==> src/rtl/ltfs_pkg.sv <==
// Package for the lower-triangular forward substitution unit.
// Holds sizes, status codes, word types and controller/datapath interface types.
// No dependencies.
`timescale 1ns / 1ps
`default_nettype none

package ltfs_pkg;

	// Number of rows the solution store holds.
	localparam int MAX_ORDER = 256;
	// Row and column counters must hold MAX_ORDER itself.
	localparam int CNT_W = $clog2(MAX_ORDER + 1);
	localparam int ADDR_W = (MAX_ORDER > 1) ? $clog2(MAX_ORDER) : 1;
	localparam int DATA_W = 32;
	localparam int ACC_W = 64;
	localparam int DIV_STEPS = ACC_W;
	localparam int DCNT_W = $clog2(DIV_STEPS);
	localparam int ROW_IDX_W = 8;

	localparam logic [1:0] STAT_OK = 2'd0;
	localparam logic [1:0] STAT_ZERO_PIVOT = 2'd1;
	localparam logic [1:0] STAT_OVERFLOW = 2'd2;
	localparam logic [1:0] STAT_BEYOND = 2'd3;

	typedef struct packed {
		logic signed [31:0] coef;
		logic signed [31:0] rhs;
		logic row_end;
		logic new_system;
	} src_word_t;

	typedef struct packed {
		logic [7:0] row_index;
		logic signed [31:0] solution;
		logic [1:0] status;
	} res_word_t;

	typedef enum logic [2:0] {
		ST_IDLE,
		ST_EXEC,
		ST_MUL,
		ST_ACC,
		ST_NEG,
		ST_DIV,
		ST_FINISH
	} state_t;

	typedef struct packed {
		logic load;
		logic rd_en;
		logic mul;
		logic mac_add;
		logic col_inc;
		logic num;
		logic div_init;
		logic div_step;
		logic finish;
	} cmd_t;

	typedef struct packed {
		logic row_end;
		logic do_mac;
		logic beyond;
		logic zero_pivot;
		logic div_last;
		logic out_free;
	} sts_t;

endpackage

`default_nettype wire

==> src/rtl/ltfs_ctrl.sv <==
// Controller state machine for the forward substitution unit.
// Sequences load, multiply-accumulate, numerator, divide and result steps.
// Depends on ltfs_pkg.
`timescale 1ns / 1ps
`default_nettype none

module ltfs_ctrl
	import ltfs_pkg::*;
(
	input wire logic clk,
	input wire logic arst_n,
	input wire logic src_valid,
	input wire sts_t sts,
	output logic busy,
	output cmd_t cmd
);

	state_t state_q;
	state_t state_nxt;

	always_ff @(posedge clk or negedge arst_n) begin
		if (!arst_n) begin
			state_q <= ST_IDLE;
		end else begin
			state_q <= state_nxt;
		end
	end

	always_comb begin
		state_nxt = state_q;
		unique case (state_q)
			ST_IDLE: begin
				if (src_valid) begin
					state_nxt = ST_EXEC;
				end
			end
			ST_EXEC: begin
				if (!sts.row_end) begin
					state_nxt = sts.do_mac ? ST_MUL : ST_IDLE;
				end else if (sts.beyond || sts.zero_pivot) begin
					state_nxt = ST_FINISH;
				end else begin
					state_nxt = ST_NEG;
				end
			end
			ST_MUL: state_nxt = ST_ACC;
			ST_ACC: state_nxt = ST_IDLE;
			ST_NEG: state_nxt = ST_DIV;
			ST_DIV: begin
				if (sts.div_last) begin
					state_nxt = ST_FINISH;
				end
			end
			ST_FINISH: begin
				if (sts.out_free) begin
					state_nxt = ST_IDLE;
				end
			end
			default: state_nxt = ST_IDLE;
		endcase
	end

	always_comb begin
		cmd = '0;
		busy = 1'b1;
		unique case (state_q)
			ST_IDLE: begin
				busy = 1'b0;
				cmd.load = src_valid;
			end
			ST_EXEC: begin
				if (!sts.row_end) begin
					cmd.rd_en = sts.do_mac;
					cmd.col_inc = !sts.do_mac;
				end else begin
					cmd.num = !(sts.beyond || sts.zero_pivot);
				end
			end
			ST_MUL: cmd.mul = 1'b1;
			ST_ACC: begin
				cmd.mac_add = 1'b1;
				cmd.col_inc = 1'b1;
			end
			ST_NEG: cmd.div_init = 1'b1;
			ST_DIV: cmd.div_step = 1'b1;
			ST_FINISH: cmd.finish = sts.out_free;
			default: cmd = '0;
		endcase
	end

endmodule

`default_nettype wire

==> config.mk <==
export PLATFORM = sky130hd
export DESIGN_NAME = ltfs_ctrl
export DESIGN_NICKNAME = d
export VERILOG_FILES = /design/src/rtl/ltfs_pkg.sv /design/src/rtl/ltfs_ctrl.sv
export SDC_FILE = /design/constraint.sdc
export NUM_CORES = 1
export LEC_CHECK = 0
export ABC_CLOCK_PERIOD_IN_PS = 1200
export BUFFER_PORTS_ARGS = -buffer_cell sky130_fd_sc_hd__buf_2
export CORE_AREA = 3 3 40 42
export CTS_CLUSTER_SIZE = 14
export DETAILED_ROUTE_END_ITERATION = 6
export DIE_AREA = 0 0 43 45
export PLACE_DENSITY = 0.53
export SETUP_SLACK_MARGIN = 0.15
export SLEW_MARGIN = 25
export SYNTH_ARGS = -nofsm -noshare
export SYNTH_HDL_FRONTEND = slang
export SYNTH_SLANG_ARGS = --single-unit
==> constraint.sdc <==
create_clock -name clk -period 1.2 [get_ports clk]
set_clock_uncertainty 0.15 [all_clocks]
set_input_delay 0.24 -clock clk [delete_from_list [all_inputs] [get_ports clk]]
set_output_delay 0.24 -clock clk [all_outputs]
set_load 0.02 [all_outputs]
Yosys cells after proc, flatten, opt, wreduce, memory -nomap -nowiden
Index checks and enable logic that the tools add are counted.
{ "totals": {"latch_bits": 0, "inputBits": 9, "n_memories": 0, "ramBits": 0, "reg_bits": 3, "word_cells": 35, "romBits": 0} }
{ "op_classes": {"magnitude_cmp": 0, "addsub": 0, "n_div": 0, "n_shift": 0, "n_mul": 0, "n_eq_ne": 9, "n_reduce_logical": 5, "mux": 20, "bitwise": 0} }
{ "ops": {"columns": ["cell", "n"], "rows": [
  ["3-bit one-hot mux with 6 select lines", 1],
  ["1-bit two-way mux", 12],
  ["3-bit two-way mux", 4],
  ["3-bit equality test, second input constant", 3],
  ["3-bit by 2-bit equality test with 1-bit output, second input constant", 2],
  ["2-bit != test, second input constant", 3],
  ["2-bit two-way mux", 2],
  ["3-bit by 1-bit equality test with 1-bit output, second input constant", 1],
  ["3-bit zero test", 1],
  ["3-bit AND reduction", 1],
  ["1-bit zero test", 2],
  ["1-bit one-hot mux with 2 select lines", 1],
  ["1-bit logical OR", 1]
]} }

Longest topological paths before layout
Gate-level depths: netlist of the first run.
{ "depth": {"word_depth": 4, "mapped_depth": 4, "ltp_nobuf": 3} }

Worst setup path after synthesis of the first run
No wires, ideal clock.
{ "synth_timing": {"kind": "register to output", "start": "reg state_q[1]", "end": "out cmd[7] (netlist name)", "required_ps": 810, "arrival_ps": 1295, "path_stages_with_launch": 3, "n_path_buf": 1, "path_slack_ps": -485, "cell_sequence": "dfrtp_1 > buf_6 > nor4b_1"} }
{ "synth_lines": {"columns": ["item", "line_no", "text"], "rows": [
  ["start, declared", "ltfs_ctrl.sv:18", "state_t state_q;"],
  ["start signal, assigned", "ltfs_ctrl.sv:25", "state_q <= state_nxt;"],
  ["end, declared", "ltfs_ctrl.sv:15", "output cmd_t cmd"]
]} }

==> results of run 1 <==
per-stage QoR:
step                      setup TNS (ns)  hold slack (ns)  instance area, sq um  utilization, %
after floorplan                    -1.14           -0.206                   340               -
after global placement             -1.36           -0.112                   485            37.8
after global routing               -4.23            0.139                   651            50.6
after detailed placement           -1.47           -0.111                   485            37.8
after CTS                          -3.69            0.127                   596            46.3
final                              -3.51            0.134                   651            50.6
routing by layer:
metal	global-route usage (%)	up-vias
met5	0	-
met4	3.61	0
met3	5.98	0
met2	14.4	20
met1	11.9	175
li1	-	196
synthesized netlist by cell type:
cell and n:
inv_1 3, o21ai_0 1, and3_1 1, nor2_1 7, a32o_1 1, a21oi_1 1, o21a_1 1, nand2b_1 3
or3_4 1, nor2_2 2, a211oi_1 1, buf_2 2, a211oi_2 1, dfrtp_1 3, nor4b_1 1, o22a_1 1
nor3_1 3, nor3b_1 1, buf_6 1, o21ai_1 1, a22oi_1 1, nand2_1 2
path summary, 6_finish.rpt:
kind / from / to / slack, ns / depth (start not counted)
setup / recovery: state_q[0] / cmd[8] / -0.42 / 3
hold / removal: sts[1] / state_q[0] / 0.13 / 3
setup reg to reg: state_q[1] / state_q[1] / -0.10 / 4
hold reg to reg: state_q[2] / state_q[0] / 0.56 / 2
max in group asynchronous: arst_n / state_q[0] / 0.61 / 2
min in group asynchronous: arst_n / state_q[2] / 0.18 / 2
cell families after synthesis:
logic type             Yosys count
AO/OA/AOI/OAI                    9
buffers and inverters            6
flip-flops                       3
AND/OR/NAND/NOR                 21
critical path: stages (launching register included):
cell and delay (ns):
dfrtp_1 0.40, or3_4 0.39, nor2_4 0.09, buf_6 0.12
report_power, final:
group	internal, mW	switching (mW)	leakage, nW	total (mW)
clock	0.124	0.0495	0.0150	0.174
sequential	0.154	0.0531	0.0367	0.207
combinational	0.641	0.639	0.251	1.28
total	0.919	0.742	0.302	1.66
timing repair:
item	in CTS	in global routing
endpoints found under the setup margin	13	13
pin swaps	3	0
hold buffers	1	0
resized for setup	19	11
buffers inserted	2	1
endpoints found under the hold margin	3	0
final cells by class:
class | count | area [sq um] | share of cell area [%]
Multi-Input combinational cell | 30 | 273 | 41.9
Tap cell | 15 | 18.8 | 2.88
Clock buffer | 4 | 26.3 | 4.04
Inverter | 3 | 11.3 | 1.73
Sequential cell | 3 | 75.1 | 11.5
Timing Repair Buffer | 30 | 246 | 37.9
==> impl_metrics.env, run 1 <==
export IMPL_antenna_cells=0
export IMPL_total_power_mw=1.66
export IMPL_synthSimpleGateAreaFrac_pct=39.2
export IMPL_yosys_top_cells_area="dfrtp_1 26%, nor2_1 9.1%, nand2b_1 6.5%"
export IMPL_setup_viol=11
export IMPL_top_register="state_q"
export IMPL_synthCells=39
export IMPL_clock_sinks=3
export IMPL_first_iter_violations=10
export IMPL_synth_top_area_share_pct=25.9
export IMPL_dr_wl_met3_um=108
export IMPL_vias=391
export IMPL_fillers=121
export IMPL_synth_mux_area_share_pct=0
export IMPL_crit_fanout=3
export IMPL_crit_arrival_ns=1.23
export IMPL_hold_path_class="input port to flop"
export IMPL_place_congestion=0.705
export IMPL_hold_viol=0
export IMPL_cts_buffers=3
export IMPL_antenna_found_initial=0
export IMPL_coreArea_sq_mm=0.00128
export IMPL_grt_pass1_vias=344
export IMPL_drtPass1Iterations=4
export IMPL_ys_seq_elements=3
export IMPL_period_minus_slack_ns=1.62
export IMPL_overflow=0
export IMPL_ios=19
export IMPL_leakage_nw=0.302
export IMPL_start_kind="flop"
export IMPL_topRoutingLayerUsed="met3"
export IMPL_rsz0062_at_grt="true"
export IMPL_yosysSeqAreaShare_pct=25.9
export IMPL_grt_max_degree=12
export IMPL_status="finished, violations left"
export IMPL_synth_adder_area_share_pct=0
export IMPL_cts_root_buf="clkbuf_4"
export IMPL_worst_slack_ns=-0.419
export IMPL_ant_nets=0
export IMPL_die_x_um=43
export IMPL_grt_pass1_wl_mm=1.39
export IMPL_timing_worst_setup_path_type="flop to primary output"
export IMPL_cts_buffer_depth=2
export IMPL_drive_gt1_share_pct=68.6
export IMPL_largest_reg_flops=3
export IMPL_dieArea_sq_mm=0.00194
export IMPL_violations="setup timing"
export IMPL_clk_latency_ns=0.23
export IMPL_worstPathRequired_ns=0.81
export IMPL_cts_tree="done"
export IMPL_final_cell_mix="11 x buf_6, 9 x buf_2, 9 x buf_4"
export IMPL_path_clk_slew_ns=0.03
export IMPL_vias_per_cell=4.60
export IMPL_dp_hpwl_um=649
export IMPL_report_final_slew_viol_count=0
export IMPL_io_buffers=18
export IMPL_drt_wl_total_um=898
export IMPL_wire_per_inst_um=10.6
export IMPL_area_growth_pct=124
export IMPL_wl_met2_um=433
export IMPL_end_kind="primary output"
export IMPL_initial_core_util_pct=22.6
export IMPL_synth_top_family_by_area="simple AND/OR/NAND/NOR gates"
export IMPL_stdcell_count=85
export IMPL_die_y_um=45
export IMPL_cap_violations=0
export IMPL_wl_met1_um=355
export IMPL_rows=13
export IMPL_nNetsFinal=80
export IMPL_worst_ir_drop_vdd_mv=1.44
export IMPL_h_tree_depth=1
export IMPL_synth_compound_area_share_pct=23.7
export IMPL_yosys_cell_types_count=22
export IMPL_syn_nets=48
export IMPL_syn_cell_area_sq_um=290
export IMPL_drc=0
export IMPL_yosysWarnings=0
export IMPL_track_usage_pct=9.85
export IMPL_finalCritPeriodShare_pct=135
export IMPL_synth_xor_area_share_pct=0
export IMPL_yosysTopAreaCell="dfrtp_1"
export IMPL_pre_cts_ws_ns=-0.202
export IMPL_place_inst=77
export IMPL_fmax_ghz=0.618
export IMPL_avgSynthCellArea_sq_um=7.44
export IMPL_layout_cells_most_common="buf_6"
export IMPL_max_slew_margin_rel_pct=85.9
export IMPL_worst_slew_pin_slew_ns=0.211
export IMPL_largest_registers="state_q x3"
export IMPL_cellPowerDensity_mw_per_mm2=2550
No activity file was read; power rests on OpenSTA's default activity.
==> run 2: changes to the inputs <==
--- a/config.mk
+++ b/config.mk
@@ -5,13 +5,13 @@
 export SDC_FILE = /design/constraint.sdc
 export NUM_CORES = 1
 export LEC_CHECK = 0
-export ABC_CLOCK_PERIOD_IN_PS = 1200
+export ABC_CLOCK_PERIOD_IN_PS = 1700
 export BUFFER_PORTS_ARGS = -buffer_cell sky130_fd_sc_hd__buf_2
 export CORE_AREA = 3 3 40 42
 export CTS_CLUSTER_SIZE = 14
 export DETAILED_ROUTE_END_ITERATION = 6
 export DIE_AREA = 0 0 43 45
-export PLACE_DENSITY = 0.53
+export RECOVER_POWER = 100
 export SETUP_SLACK_MARGIN = 0.15
 export SLEW_MARGIN = 25
 export SYNTH_ARGS = -nofsm -noshare
==> constraint.sdc (replaced) <==
create_clock -name clk -period 1.7 [get_ports clk]
set_clock_uncertainty 0.15 [all_clocks]
set_input_delay 0.34 -clock clk [delete_from_list [all_inputs] [get_ports clk]]
set_output_delay 0.34 -clock clk [all_outputs]
set_load 0.02 [all_outputs]
==> run 2 against run 1 <==
  * The flow still finishes with violations (setup timing)
  * Wire length grew 9.5%
  * Cell count shrank 1.2%
  * Die area is the same
  * Core utilization shrank 5.8 points
  * Largest power group unchanged
  * First-iteration DRC count shrank 80%
  * Flip-flop and latch count is the same
  * Hold slack gained 0.12 ns
  * Via count shrank 1.8%
  * Non-clock buffer count shrank 1
==> impl_metrics.env, run 2 (synthesis gave the netlist of run 1 again) <==
export IMPL_status="finished, violations left"
export IMPL_violations="setup timing"
export IMPL_clk_latency_ns=0.23
export IMPL_start_kind="flop"
export IMPL_cts_root_buf="clkbuf_4"
export IMPL_rows=13
export IMPL_drt_wl_total_um=983
export IMPL_max_slew_margin_rel_pct=80.8
export IMPL_stdcell_count=84
export IMPL_grt_pass1_wl_mm=1.57
export IMPL_top_register="state_q"
export IMPL_report_final_slew_viol_count=0
export IMPL_die_y_um=45
export IMPL_post_dp_cell_area_sq_um=422
export IMPL_drtPass1Iterations=2
export IMPL_largest_reg_flops=3
export IMPL_track_usage_pct=11.0
export IMPL_antenna_cells=0
export IMPL_worst_slew_pin_slew_ns=0.288
export IMPL_drive_gt1_share_pct=60.9
export IMPL_worst_ir_drop_vdd_mv=0.822
export IMPL_final_cell_mix="9 x buf_2, 9 x buf_4, 7 x nor2_1"
export IMPL_holdWs_ns=0.259
export IMPL_final_setup_tns_ns=-0.0247
export IMPL_h_tree_depth=1
export IMPL_worstPathRequired_ns=1.21
export IMPL_r2r_slack_ns=0.07
export IMPL_coreArea_sq_mm=0.00128
export IMPL_grt_max_degree=8
export IMPL_cts_tree="done"
export IMPL_leakage_nw=0.271
export IMPL_hold_viol=0
export IMPL_area_growth_pct=98.3
export IMPL_worst_r2r_cell_count=7
export IMPL_nNetsFinal=79
export IMPL_setup_viol=4
export IMPL_cts_buffers=3
export IMPL_crit_fanout=3
export IMPL_antenna_found_initial=0
export IMPL_dp_hpwl_um=607
export IMPL_ios=19
export IMPL_cts_buffer_depth=2
export IMPL_rsz0062_at_grt="true"
export IMPL_finalCritPeriodShare_pct=101
export IMPL_cap_violations=0
export IMPL_place_congestion=0.737
export IMPL_dieArea_sq_mm=0.00194
export IMPL_grt_pass1_vias=367
export IMPL_cellPowerDensity_mw_per_mm2=1930
export IMPL_first_iter_violations=2
export IMPL_r2r_end="state_q[1]"
export IMPL_fmax_ghz=0.585
export IMPL_vias=384
export IMPL_worst_slack_ns=-0.00940
export IMPL_timing_worst_setup_path_type="flop to primary output"
export IMPL_ant_nets=0
export IMPL_hold_path_class="input port to flop"
export IMPL_largest_registers="state_q x3"
export IMPL_path_clk_slew_ns=0.04
export IMPL_initial_core_util_pct=22.6
export IMPL_final_area_sq_um=576
export IMPL_finish_utilization_pct=44.8
export IMPL_hold_end="state_q[0]"
export IMPL_wire_per_inst_um=11.7
export IMPL_period_minus_slack_ns=1.71
export IMPL_place_inst=72
export IMPL_die_x_um=43
export IMPL_hp_start="sts[1]"
export IMPL_reg2reg_from="state_q[2]"
export IMPL_total_power_mw=1.11
export IMPL_end_kind="primary output"
export IMPL_io_buffers=18
export IMPL_crit_arrival_ns=1.22
export IMPL_vias_per_cell=4.57
export IMPL_pre_cts_ws_ns=0.176
export IMPL_overflow=0
export IMPL_drc=0
export IMPL_whs_path_depth=3
export IMPL_clock_sinks=3
run 2: changes by cell type in the layout (fill, tap and decap cells not counted), moves of 2 or more:
cell,change
buf_6,-5
nor2_4,-2
nor2_1,+3
nor3_4,-2
clkbuf_1,+2
clkbuf_2,+2
run 2: worst max-delay path, stage by stage, from the launching register on:
cell	delay (ns)
dfrtp_2	0.40
or3_4	0.39
nor2_4	0.09
buf_6	0.11
run 2: final cells by class:
| cell class | count | area, sq um |
|---|---|---|
| tap | 15 | 18.8 |
| multi-input combinational | 30 | 230 |
| fill | 135 | 709 |
| sequential | 3 | 76.3 |
| timing repair buffer | 29 | 208 |
| clock buffer | 4 | 26.3 |
| inverter | 3 | 16.3 |
run 2: how the worst max path moves through the flow:
stage	start	end	slack, ns	cells after the start
global placement	state_q[1]	cmd[8]	0.16	3
global route	state_q[1]	cmd[7]	-0.06	3
floorplan	state_q[0]	cmd[6]	0.15	2
finish	state_q[1]	cmd[8]	-0.009	3
detailed placement	state_q[1]	cmd[8]	0.18	3
CTS	state_q[1]	cmd[8]	-0.04	3
run 2: report_power, final:
group | leakage, nW | switching, mW | internal (mW)
clock | 0.0150 | 0.0393 | 0.0881
combinational | 0.221 | 0.433 | 0.417
sequential | 0.0354 | 0.0252 | 0.110
total | 0.271 | 0.497 | 0.615
run 2: repair_timing:
action                                  4_1_cts  5_1_grt
pin swaps                                     2        2
hold endpoints to repair                      3        0
resized for setup                            17        9
hold buffers                                  1        0
buffers inserted                              5        2
endpoints found under the setup margin       10       10
run 2: layer usage:
layer | track usage, % | vias to the layer above | part of all wire (%)
met2 | 18.9 | 14 | 53
met3 | 3.98 | 2 | 5.9
met5 | 0 | - | 0
li1 | - | 195 | -
met1 | 11.4 | 173 | 39
met4 | 7.23 | 0 | 1.8
==> run 3: changes to the inputs <==
--- a/config.mk
+++ b/config.mk
@@ -8,6 +8,7 @@
 export ABC_CLOCK_PERIOD_IN_PS = 1700
 export BUFFER_PORTS_ARGS = -buffer_cell sky130_fd_sc_hd__buf_2
 export CORE_AREA = 3 3 40 42
+export CTS_BUF_LIST = sky130_fd_sc_hd__clkbuf_8
 export CTS_CLUSTER_SIZE = 14
 export DETAILED_ROUTE_END_ITERATION = 6
 export DIE_AREA = 0 0 43 45
==> run 3 against run 2 <==
  * Flip-flop and latch count unchanged
  * Die area stayed put
  * Critical endpoint unchanged
  * Cell area grew 2.0%
  * The run now ends clean
==> impl_metrics.env, run 3 (synthesis gave the netlist of run 1 again) <==
export IMPL_status="finished clean"
export IMPL_grt_max_degree=8
export IMPL_timing_worst_setup_path_type="flop to primary output"
export IMPL_cts_tree="done"
export IMPL_overflow=0
export IMPL_worst_r2r_cell_count=6
export IMPL_wire_per_inst_um=10.9
export IMPL_end_kind="primary output"
export IMPL_max_slew_margin_rel_pct=81.3
export IMPL_grt_pass1_wl_mm=1.57
export IMPL_io_buffers=18
export IMPL_rsz0062_at_grt="true"
export IMPL_post_dp_cell_area_sq_um=422
export IMPL_h_tree_depth=1
export IMPL_multi_input_area_sq_um=233
export IMPL_worstPathRequired_ns=1.21
export IMPL_dieArea_sq_mm=0.00194
export IMPL_place_congestion=0.737
export IMPL_area_growth_pct=102
export IMPL_switching_share_pct=42.3
export IMPL_antenna_cells=0
export IMPL_top_register="state_q"
export IMPL_drtPass1Iterations=3
export IMPL_start_kind="flop"
export IMPL_critPathSlowestCell="or3_4"
export IMPL_fmax_ghz=0.591
export IMPL_p_clk_share_pct=17.7
export IMPL_final_area_sq_um=587
export IMPL_r2r_slack_ns=0.21
export IMPL_reg2reg_from="state_q[2]"
export IMPL_cts_root_buf="clkbuf_8"
export IMPL_ant_nets=0
export IMPL_die_x_um=43
export IMPL_p_sw_uw=489
export IMPL_setup_viol=0
export IMPL_vias=370
export IMPL_fillers=136
export IMPL_cts_buffer_depth=2
export IMPL_intPower_uw=667
export IMPL_holdWs_ns=0.283
export IMPL_final_cell_mix="10 x buf_2, 7 x buf_4, 6 x nor2_1, 6 x buf_6"
export IMPL_drc=0
export IMPL_period_minus_slack_ns=1.69
export IMPL_p_comb_share_pct=70.5
export IMPL_worst_slew_pin_slew_ns=0.280
export IMPL_track_usage_pct=11.1
export IMPL_largest_reg_flops=3
export IMPL_rows=13
export IMPL_hold_path_class="input port to flop"
export IMPL_initial_core_util_pct=22.6
export IMPL_power_frac_seq_pct=11.8
export IMPL_largest_registers="state_q x3"
export IMPL_leakage_nw=0.277
export IMPL_antenna_found_initial=0
export IMPL_hold_viol=0
export IMPL_first_iter_violations=2
export IMPL_clk_latency_ns=0.22
export IMPL_die_y_um=45
export IMPL_stdcell_count=83
export IMPL_path_clk_slew_ns=0.03
export IMPL_dp_hpwl_um=607
export IMPL_max_stage_delay_ns=0.41
export IMPL_cap_violations=0
export IMPL_vias_per_cell=4.46
export IMPL_crit_fanout=2
export IMPL_place_inst=72
export IMPL_drt_wl_total_um=903
export IMPL_crit_arrival_ns=1.20
export IMPL_clock_sinks=3
export IMPL_cellPowerDensity_mw_per_mm2=1970
export IMPL_whs_path_depth=3
export IMPL_hp_start="sts[1]"
export IMPL_crit_chain="or3_4 > nor2_4 > buf_6"
export IMPL_r2r_end="state_q[1]"
export IMPL_finalCritPeriodShare_pct=99.6
export IMPL_cts_buffers=3
export IMPL_grt_pass1_vias=362
export IMPL_hold_end="state_q[0]"
export IMPL_coreArea_sq_mm=0.00128
export IMPL_worst_ir_drop_vdd_mv=0.856
export IMPL_nNetsFinal=78
export IMPL_ios=19
export IMPL_drive_gt1_share_pct=61.8
export IMPL_layout_cells_most_common="buf_2"
export IMPL_report_final_slew_viol_count=0
export IMPL_final_seq_area_sq_um=76.3
[run 3: cell types whose count changed in the layout (fill, tap and decap cells not counted), sizes merged]
| cell | before | now |
|---|---|---|
| buf | 24 | 23 |
| clkbuf | 8 | 7 |
| inv | 3 | 4 |
[run 3: worst max path at each step]
| stage | endpoint | from | slack, ns | cells after the start |
|---|---|---|---|---|
| after detailed placement | cmd[8] | state_q[1] | 0.18 | 3 |
| after floorplan | cmd[6] | state_q[0] | 0.15 | 2 |
| after global routing | cmd[7] | state_q[1] | -0.04 | 3 |
| after global placement | cmd[8] | state_q[1] | 0.16 | 3 |
| final | cmd[8] | state_q[0] | 0.007 | 3 |
| after CTS | cmd[8] | state_q[1] | -0.02 | 3 |
[run 3: cell type report]
| class | count | area share, % |
|---|---|---|
| clock buffers | 3 | 7.04 |
| repair buffers | 28 | 34.1 |
| multi-input cells | 30 | 39.7 |
| clock inverters | 1 | 0.640 |
| well taps | 15 | 3.20 |
| inverters | 3 | 2.35 |
| flip-flops and latches | 3 | 13.0 |
[run 3: metal layers]
metal,up-vias,wire [um],global-route usage (%)
li1,191,-,-
met1,163,369,11.4
met2,14,441,20.1
met3,2,67,1.59
met4,0,25,9.04
met5,-,0,0
[run 3: through the flow]
| stage | power (mW) | setup slack [ns] | setup TNS [ns] | util [%] |
|---|---|---|---|---|
| after floorplan | 0.566 | 0.153 | 0 | - |
| after global placement | 0.711 | 0.165 | 0 | 32.8 |
| after detailed placement | 0.717 | 0.176 | 0 | 32.8 |
| after CTS | 1.12 | -0.0240 | -0.0410 | 43.9 |
| after global routing | 1.25 | -0.0386 | -0.111 | 45.7 |
| final | 1.16 | 0.00717 | 0 | 45.7 |
[run 3: power groups by stage]
stage / sequential (mW) / clock [mW] / combinational [mW]
3_5_place_dp: 0.146 / 0 / 0.571
3_3_place_gp: 0.147 / 0 / 0.563
5_1_grt: 0.142 / 0.217 / 0.888
2_1_floorplan: 0.131 / 0 / 0.435
6_report: 0.136 / 0.205 / 0.815
4_1_cts: 0.137 / 0.215 / 0.764
[run 3: worst max-delay path, delay by kind of cell, from the launching register on]
kind | cells | cell delay [ns]
flops | 1 | 0.38
buf+inv | 1 | 0.11
simple gates | 2 | 0.50
[run 3: what timing repair did]
action,4_1_cts,5_1_grt
resized for setup,17,8
pin swaps,2,1
buffers inserted,5,1
endpoints found under the hold margin,3,0
hold buffers,1,0
endpoints found under the setup margin,10,10
